File: config.mk
export PLATFORM = sky130hd
export DESIGN_NAME = integer_key_base100_encoder
export DESIGN_NICKNAME = d
export VERILOG_FILES = /design/src/rtl/core/ikb_pkg.sv /design/src/rtl/core/ikb_front.sv /design/src/rtl/core/ikb_queue.sv /design/src/rtl/core/ikb_back.sv /design/src/rtl/core/integer_key_base100_encoder.sv
export SDC_FILE = /design/constraint.sdc
export NUM_CORES = 1
export LEC_CHECK = 0
export BUFFER_PORTS_ARGS = -buffer_cell sky130_fd_sc_hd__buf_2
export CAP_MARGIN = 10
export CORE_ASPECT_RATIO = 1.2
export CORE_UTILIZATION = 37
export DETAILED_ROUTE_END_ITERATION = 8
export PLACE_DENSITY = 0.48
export SLEW_MARGIN = 10
export SYNTH_ARGS = -nofsm -noshare
export SYNTH_HDL_FRONTEND = slang
export SYNTH_SLANG_ARGS = --single-unit
File: constraint.sdc
create_clock -name i_clk -period 17.9 [get_ports i_clk]
set_input_delay 3.58 -clock i_clk [delete_from_list [all_inputs] [get_ports i_clk]]
set_output_delay 3.58 -clock i_clk [all_outputs]
set_load 0.02 [all_outputs]
File: src/rtl/core/ikb_pkg.sv
// ----------------------------------------------------------------------------
// ikb_pkg: shared types and constants of the integer key encoder
// Holds the key record passed from the converter to the byte emitter and the
// byte codes of the order-preserving base-100 key format.
// ----------------------------------------------------------------------------
package ikb_pkg;

    localparam int VALUE_W     = 64;
    localparam int BYTE_W      = 8;
    localparam int DIG_W       = 7;
    localparam int NUM_DIGITS  = 10;
    localparam int IDX_W       = 4;
    localparam int BITS_STEP   = 2;
    localparam int CONV_STEPS  = VALUE_W / BITS_STEP;
    localparam int STEP_W      = $clog2(CONV_STEPS);
    localparam int QUEUE_DEPTH = 2;

    localparam logic [BYTE_W-1:0] ZERO_KEY = 8'h15;
    localparam logic [BYTE_W-1:0] POS_BASE = 8'h17;
    localparam logic [BYTE_W-1:0] NEG_BASE = 8'h13;
    localparam logic [BYTE_W-1:0] INV_MASK = 8'hff;

    typedef logic [NUM_DIGITS-1:0][DIG_W-1:0] t_digits;

    typedef struct packed {
        logic             neg;
        logic             zero;
        logic [IDX_W-1:0] e_cnt;
        logic [IDX_W-1:0] lo_idx;
        t_digits          digits;
    } t_key_rec;

endpackage

File: src/rtl/core/ikb_front.sv
// ----------------------------------------------------------------------------
// ikb_front: input stage and base-100 converter
// Accepts one integer, takes its magnitude and converts it to ten base-100
// digits, two bits per cycle, then hands a key record to the queue.
// ----------------------------------------------------------------------------
module ikb_front (
    input  logic                                i_clk,
    input  logic                                i_rst_n,
    input  logic                                i_valid,
    output logic                                o_stall,
    input  logic signed [ikb_pkg::VALUE_W-1:0]  i_value,
    output logic                                o_push,
    output ikb_pkg::t_key_rec                   o_rec,
    input  logic                                i_full
);

    localparam logic [1:0] FS_IDLE = 2'd0;
    localparam logic [1:0] FS_CONV = 2'd1;
    localparam logic [1:0] FS_PUSH = 2'd2;

    logic [1:0]                        r_state, n_state;
    logic [ikb_pkg::STEP_W-1:0]        r_step, n_step;
    logic [ikb_pkg::VALUE_W-1:0]       r_mag, n_mag;
    logic                              r_neg, n_neg;
    logic                              r_zero, n_zero;
    ikb_pkg::t_digits                  r_dig, n_dig;
    ikb_pkg::t_digits                  step_dig;
    logic [ikb_pkg::NUM_DIGITS-1:0][1:0] carry;
    logic [ikb_pkg::IDX_W-1:0]         e_cnt;
    logic [ikb_pkg::IDX_W-1:0]         lo_idx;

    always_comb begin
        logic [1:0] cin;
        logic [8:0] v;
        logic [8:0] sub;
        for (int i = 0; i < ikb_pkg::NUM_DIGITS; i++) begin
            if (r_dig[i] >= 7'd75) begin
                carry[i] = 2'd3;
            end else if (r_dig[i] >= 7'd50) begin
                carry[i] = 2'd2;
            end else if (r_dig[i] >= 7'd25) begin
                carry[i] = 2'd1;
            end else begin
                carry[i] = 2'd0;
            end
        end
        for (int i = 0; i < ikb_pkg::NUM_DIGITS; i++) begin
            cin = (i == 0) ? r_mag[ikb_pkg::VALUE_W-1 -: 2] : carry[(i == 0) ? 0 : i - 1];
            v   = {r_dig[i], 2'b00} + {7'd0, cin};
            case (carry[i])
                2'd3:    sub = 9'd300;
                2'd2:    sub = 9'd200;
                2'd1:    sub = 9'd100;
                default: sub = 9'd0;
            endcase
            step_dig[i] = 7'(v - sub);
        end
    end

    always_comb begin
        e_cnt  = '0;
        lo_idx = '0;
        for (int i = 0; i < ikb_pkg::NUM_DIGITS; i++) begin
            if (r_dig[i] != '0) begin
                e_cnt = ikb_pkg::IDX_W'(i + 1);
            end
        end
        for (int i = ikb_pkg::NUM_DIGITS - 1; i >= 0; i--) begin
            if (r_dig[i] != '0) begin
                lo_idx = ikb_pkg::IDX_W'(i);
            end
        end
    end

    always_comb begin
        n_state = r_state;
        n_step  = r_step;
        n_mag   = r_mag;
        n_neg   = r_neg;
        n_zero  = r_zero;
        n_dig   = r_dig;
        o_push  = 1'b0;
        unique case (r_state)
            FS_IDLE: begin
                if (i_valid) begin
                    n_neg  = i_value[ikb_pkg::VALUE_W-1];
                    n_zero = (i_value == '0);
                    n_mag  = i_value[ikb_pkg::VALUE_W-1] ?
                             (~i_value + ikb_pkg::VALUE_W'(1)) : i_value;
                    n_dig  = '0;
                    n_step = '0;
                    n_state = (i_value == '0) ? FS_PUSH : FS_CONV;
                end
            end
            FS_CONV: begin
                n_dig  = step_dig;
                n_mag  = {r_mag[ikb_pkg::VALUE_W-3:0], 2'b00};
                n_step = r_step + 1'b1;
                if (r_step == ikb_pkg::STEP_W'(ikb_pkg::CONV_STEPS - 1)) begin
                    n_state = FS_PUSH;
                end
            end
            FS_PUSH: begin
                if (!i_full) begin
                    o_push  = 1'b1;
                    n_state = FS_IDLE;
                end
            end
            default: begin
                n_state = FS_IDLE;
            end
        endcase
    end

    always_ff @(posedge i_clk) begin
        if (!i_rst_n) begin
            r_state <= FS_IDLE;
        end else begin
            r_state <= n_state;
        end
        r_step <= n_step;
        r_mag  <= n_mag;
        r_neg  <= n_neg;
        r_zero <= n_zero;
        r_dig  <= n_dig;
    end

    assign o_stall       = (r_state != FS_IDLE);
    assign o_rec.neg     = r_neg;
    assign o_rec.zero    = r_zero;
    assign o_rec.e_cnt   = e_cnt;
    assign o_rec.lo_idx  = lo_idx;
    assign o_rec.digits  = r_dig;

endmodule

File: src/rtl/core/ikb_queue.sv
// ----------------------------------------------------------------------------
// ikb_queue: key record queue
// A small first-in first-out buffer of key records between the converter
// and the byte emitter.
// ----------------------------------------------------------------------------
module ikb_queue #(
    parameter int DEPTH = ikb_pkg::QUEUE_DEPTH
) (
    input  logic              i_clk,
    input  logic              i_rst_n,
    input  logic              i_push,
    input  ikb_pkg::t_key_rec i_rec,
    output logic              o_full,
    input  logic              i_pop,
    output logic              o_valid,
    output ikb_pkg::t_key_rec o_rec
);

    localparam int PTR_W = (DEPTH > 1) ? $clog2(DEPTH) : 1;
    localparam int CNT_W = $clog2(DEPTH + 1);

    ikb_pkg::t_key_rec  r_mem [DEPTH];
    logic [PTR_W-1:0]   r_wr, r_rd;
    logic [CNT_W-1:0]   r_cnt;

    always_ff @(posedge i_clk) begin
        if (!i_rst_n) begin
            r_wr  <= '0;
            r_rd  <= '0;
            r_cnt <= '0;
        end else begin
            if (i_push) begin
                r_wr <= (r_wr == PTR_W'(DEPTH - 1)) ? '0 : r_wr + 1'b1;
            end
            if (i_pop) begin
                r_rd <= (r_rd == PTR_W'(DEPTH - 1)) ? '0 : r_rd + 1'b1;
            end
            if (i_push && !i_pop) begin
                r_cnt <= r_cnt + 1'b1;
            end else if (i_pop && !i_push) begin
                r_cnt <= r_cnt - 1'b1;
            end
        end
        if (i_push) begin
            r_mem[r_wr] <= i_rec;
        end
    end

    assign o_full  = (r_cnt == CNT_W'(DEPTH));
    assign o_valid = (r_cnt != '0);
    assign o_rec   = r_mem[r_rd];

endmodule

File: src/rtl/core/ikb_back.sv
// ----------------------------------------------------------------------------
// ikb_back: key byte emitter
// Takes key records from the queue and emits the header byte and the digit
// bytes, one beat per cycle while the receiver does not stall, through an output register.
// ----------------------------------------------------------------------------
module ikb_back (
    input  logic                           i_clk,
    input  logic                           i_rst_n,
    input  logic                           i_q_valid,
    input  ikb_pkg::t_key_rec              i_q_rec,
    output logic                           o_pop,
    output logic                           o_valid,
    input  logic                           i_stall,
    output logic [ikb_pkg::BYTE_W-1:0]     o_key_byte,
    output logic                           o_last
);

    ikb_pkg::t_key_rec             r_rec;
    logic                          r_busy;
    logic                          r_hdr;
    logic [ikb_pkg::IDX_W-1:0]     r_idx;
    logic                          r_out_valid;
    logic [ikb_pkg::BYTE_W-1:0]    r_out_byte;
    logic                          r_out_last;

    logic                          slot_free;
    logic                          emit;
    logic                          fin;
    logic [ikb_pkg::DIG_W-1:0]     dig;
    logic [ikb_pkg::BYTE_W-1:0]    hdr_byte;
    logic [ikb_pkg::BYTE_W-1:0]    dig_byte;

    assign slot_free = !r_out_valid || !i_stall;
    assign emit      = r_busy && slot_free;
    assign o_pop     = !r_busy && i_q_valid;
    assign dig       = r_rec.digits[r_idx];
    assign fin       = (r_idx == r_rec.lo_idx);
    assign hdr_byte  = r_rec.neg ?
                       (ikb_pkg::NEG_BASE - {4'd0, r_rec.e_cnt}) :
                       (ikb_pkg::POS_BASE + {4'd0, r_rec.e_cnt});
    assign dig_byte  = {dig, !fin} ^ (r_rec.neg ? ikb_pkg::INV_MASK : '0);

    always_ff @(posedge i_clk) begin
        if (!i_rst_n) begin
            r_busy      <= 1'b0;
            r_out_valid <= 1'b0;
        end else begin
            if (o_pop) begin
                r_busy <= 1'b1;
            end else if (emit && (r_hdr ? r_rec.zero : fin)) begin
                r_busy <= 1'b0;
            end
            if (slot_free) begin
                r_out_valid <= emit;
            end
        end
        if (o_pop) begin
            r_rec <= i_q_rec;
            r_hdr <= 1'b1;
        end else if (emit) begin
            if (r_hdr) begin
                r_hdr <= 1'b0;
                r_idx <= r_rec.e_cnt - 1'b1;
            end else begin
                r_idx <= r_idx - 1'b1;
            end
        end
        if (emit) begin
            if (r_hdr) begin
                r_out_byte <= r_rec.zero ? ikb_pkg::ZERO_KEY : hdr_byte;
                r_out_last <= r_rec.zero;
            end else begin
                r_out_byte <= dig_byte;
                r_out_last <= fin;
            end
        end
    end

    assign o_valid    = r_out_valid;
    assign o_key_byte = r_out_byte;
    assign o_last     = r_out_last;

endmodule

File: src/rtl/core/integer_key_base100_encoder.sv
// ----------------------------------------------------------------------------
// integer_key_base100_encoder: order-preserving base-100 integer key encoder
// Turns one signed 64-bit integer into key bytes whose byte order matches
// the numeric order.
// ----------------------------------------------------------------------------
// The input channel takes one signed integer per beat on i_value, qualified
// by i_valid and held off by o_stall. The output channel gives one key byte
// per beat on o_key_byte with o_last marking the final byte of the key; the
// receiver holds it with i_stall. A key is 1 to 11 beats long.
// The converter turns a nonzero value into ten base-100 digits, two magnitude
// bits per cycle, and then hands the record on; a zero skips the conversion.
// The converter takes no new value until it has handed on the record of the
// last one, while the emitter sends the bytes of a key one per cycle unless
// the receiver stalls.
// A queue between converter and emitter lets the next value be converted
// while the previous key is still being sent.
// Reset is synchronous and empties the queue and the output register; no
// beat is in flight afterward. When the receiver stalls, the output byte
// holds, the emitter waits, and once the queue fills the converter and then
// the input channel stall as well.
// ----------------------------------------------------------------------------
module integer_key_base100_encoder #(
    parameter int QUEUE_DEPTH = ikb_pkg::QUEUE_DEPTH
) (
    input  logic                                i_clk,
    input  logic                                i_rst_n,
    input  logic                                i_valid,
    output logic                                o_stall,
    input  logic signed [ikb_pkg::VALUE_W-1:0]  i_value,
    output logic                                o_valid,
    input  logic                                i_stall,
    output logic [ikb_pkg::BYTE_W-1:0]          o_key_byte,
    output logic                                o_last
);

    logic              push;
    logic              full;
    logic              pop;
    logic              q_valid;
    ikb_pkg::t_key_rec front_rec;
    ikb_pkg::t_key_rec q_rec;

    ikb_front u_front (
        .i_clk   (i_clk),
        .i_rst_n (i_rst_n),
        .i_valid (i_valid),
        .o_stall (o_stall),
        .i_value (i_value),
        .o_push  (push),
        .o_rec   (front_rec),
        .i_full  (full)
    );

    ikb_queue #(
        .DEPTH (QUEUE_DEPTH)
    ) u_queue (
        .i_clk   (i_clk),
        .i_rst_n (i_rst_n),
        .i_push  (push),
        .i_rec   (front_rec),
        .o_full  (full),
        .i_pop   (pop),
        .o_valid (q_valid),
        .o_rec   (q_rec)
    );

    ikb_back u_back (
        .i_clk      (i_clk),
        .i_rst_n    (i_rst_n),
        .i_q_valid  (q_valid),
        .i_q_rec    (q_rec),
        .o_pop      (pop),
        .o_valid    (o_valid),
        .i_stall    (i_stall),
        .o_key_byte (o_key_byte),
        .o_last     (o_last)
    );

endmodule

==> metrics.cfg <==
[outcome]
status = finished, final reports clean

[die]
start_util_pct = 37.5
rows = 90
die_h_um = 249
coreArea_um2 = 50300
die_w_um = 208
die_area_um2 = 51900
ios = 79

[setup_path]
start_kind = input pin
r2r_cells = 12
critPathKind = input pin to flip-flop
regToRegStartpoint = u_front.o_rec[9]
worst_ep_arrival_time_ps = 5980
slowest_delay_ps = 680
critPathLaunch = i_value[2]
cp_cell_sequence = buf_2 > nor4_1 > and2_1 > nand4_2 > o41ai_1 > xor2_1 > o21ai_0
crit_required_ps = 18170
r2r_slack_ps = 14060
worst_r2r_endpoint = u_front.o_rec[13]
cp_slowest_cell = nor4_1
end_kind = flip-flop
cp_max_fo = 15

[sta]
finClkSkew_ps = 12.7
worstMarginPinSlew_ps = 1030
relSlewSlack_pct = 31.4
rsz0062_at_grt = false
hold_viol = 0
fmax_mhz = 175
final_max_slew_viol_count = 0
final.min_clock_period_ps = 5710
min_period_over_period_pct = 31.9
setup_viol = 0
fin_setup_tns_ps = 0

[logic_synthesis]
avgSynthCellArea_um2 = 13.7
synth_top_flop_cell = edfxtp_1
ys_types = 68
synth-edff-count = 394
yosysMostFrequentCell = edfxtp_1
syn_inst = 1376
synth_top_cells_by_count = edfxtp_1 (394), nor2_1 (116), o21ai_0 (82)
ys_async_sr_fraction_pct = 0
synth_area_leaders = edfxtp_1 (63%), mux2_2 (4.8%), ha_1 (4.0%), xor2_1 (3.5%), nor2_1 (2.3%)
ys_ff_latch = 403
synth_area_um2 = 18900
syn-num-nets = 1504
yosys.area.top_type = edfxtp_1
synth_top_cell_area_share_pct = 62.7
synth-seq-area-share_pct = 63.7
yosys_warnings = 0

[drt]
vias = 11016
route.detailed.drc = 0
wl_per_cell_um = 18.4
drt-total-wl_mm = 39.3
antenna_left = 0
drt_first_pass_iters = 5
drt_iter0_markers = 681
vias_per_cell = 5.16

[final_layout]
layout-drive-gt1-share_pct = 19.2
layout.cells.non_filler = 2136
n_antenna_cell = 0
fin_util_pct = 42.6
syn_to_final_growth_pct = 13.6
nNetsFinal = 1584

[global_routing]
gr-total-overflow = 0
grt_antenna_before_repair = 0
grt_pass1_wl_mm = 63.3
grt_max_degree = 128
grtUsageTotal_pct = 15.5
grt_pass1_vias = 11165

[cts]
clock_latency_ps = 560
cts_root_buf = clkbuf_16
postCtsSetupRepairBufs = 0
htree_num_levels = 2
cts_buffer_depth = 3
cts_tree = built
cts_resized = 0
cts_made_buffers = 44
clkSinkCount = 403
cts_hold_buf = 0
clk_pin_slew_ps = 60

[worst_hold_path]
hold_end = u_queue.r_mem[0][78]
hold_class = flip-flop to flip-flop
holdPathStages = 0
min-delay-start = u_front.r_zero

[power]
vdd_ir_drop_max_v = 0.0000693
total_leakage_power_nw = 7.50
power_density_nw_per_um2 = 154

[place]
finalWeightedCongestion = 0.735
placed_cells = 2054
io_buffers = 78
dp_hpwl_mm = 25.0

[run]
maxCapViolCount = 0

[power breakdown]
group          internal, mW  switching [mW]  leakage [nW]  total, mW
Combinational         0.421           0.506          2.95      0.927
Sequential             1.32           0.161          3.85       1.48
Clock                 0.531           0.370         0.710      0.901
Total                  2.27            1.04          7.50       3.31
[logic make-up (layout without fill, tap and decap cells)]
group	after synthesis	in the layout	synth area share, %
buffers and inverters	83	199	1.68
flip-flops	403	403	63.7
adder cells (fa/ha/maj)	62	62	4.09
AO/OA/AOI/OAI	253	253	8.40
multiplexers	115	115	7.57
XOR/XNOR	114	114	5.29
AND/OR/NAND/NOR	346	346	9.31
[how the worst max path moves through the flow]
stage | to | slack, ps | depth (start not counted)
floorplan | u_front.r_state[1] | 7710 | 4
global placement | u_front.r_mag[51] | 11710 | 7
detailed placement | u_front.r_mag[51] | 11640 | 7
CTS | u_front.r_mag[51] | 12240 | 7
global route | u_front.r_mag[51] | 12030 | 7
finish | u_front.r_mag[51] | 12190 | 7
[state kept, by name (all words and copies together) (netlist names), 2 cells and up]
register,count
u_queue.r_cnt,2
u_back.o_key_byte,8
u_front.r_mag,64
u_front.o_rec,70
u_back.r_idx,4
u_back.r_rec,80
u_queue.r_mem,160
u_front.r_step,5
u_front.r_state,2
[metal layers]
metal / routed length (um) / track usage, % / share of wire, %
met3: 1460 / 2.89 / 3.7
met1: 18200 / 20.7 / 46
met2: 18800 / 25.9 / 48
met5: 0 / 0 / 0
met4: 764 / 4.40 / 1.9
[area by class of cell]
cell class | count | area [um2]
repair buffers | 89 | 485
clock inverters | 27 | 239
inverters | 28 | 105
well taps | 644 | 806
flip-flops and latches | 403 | 12000
multi-input cells | 890 | 6580
fillers | 4608 | 28900
clock buffers | 55 | 1190
[metrics by stage]
| step | hold slack (ps) | area, um2 | power (mW) | setup slack [ps] |
|---|---|---|---|---|
| floorplan | 421 | 18900 | 2.18 | 7710 |
| global placement | 431 | 20000 | 2.43 | 11710 |
| detailed placement | 434 | 20000 | 2.45 | 11640 |
| CTS | 445 | 21400 | 3.36 | 12240 |
| global route | 473 | 21400 | 3.53 | 12030 |
| finish | 445 | 21400 | 3.31 | 12190 |
[critical path: cells and delay by family]
kind | cells | cell delay [ps]
simple gates | 3 | 1480
xor+xnor | 1 | 180
buf+inv | 1 | 120
compound gates | 2 | 620
[placed cells by master, fill, tap and decap left out, drive strengths merged, types with 38 or more instances in the layout]
cell | Yosys | layout
ha | 60 | 60
buf | 7 | 89
xnor2 | 38 | 38
clkbuf | 48 | 55
xor2 | 76 | 76
edfxtp | 394 | 394
nand2 | 74 | 74
o21ai | 83 | 83
nor2 | 118 | 118
a21oi | 62 | 62
mux2 | 81 | 81
No activity file was read; power rests on OpenSTA's default activity.
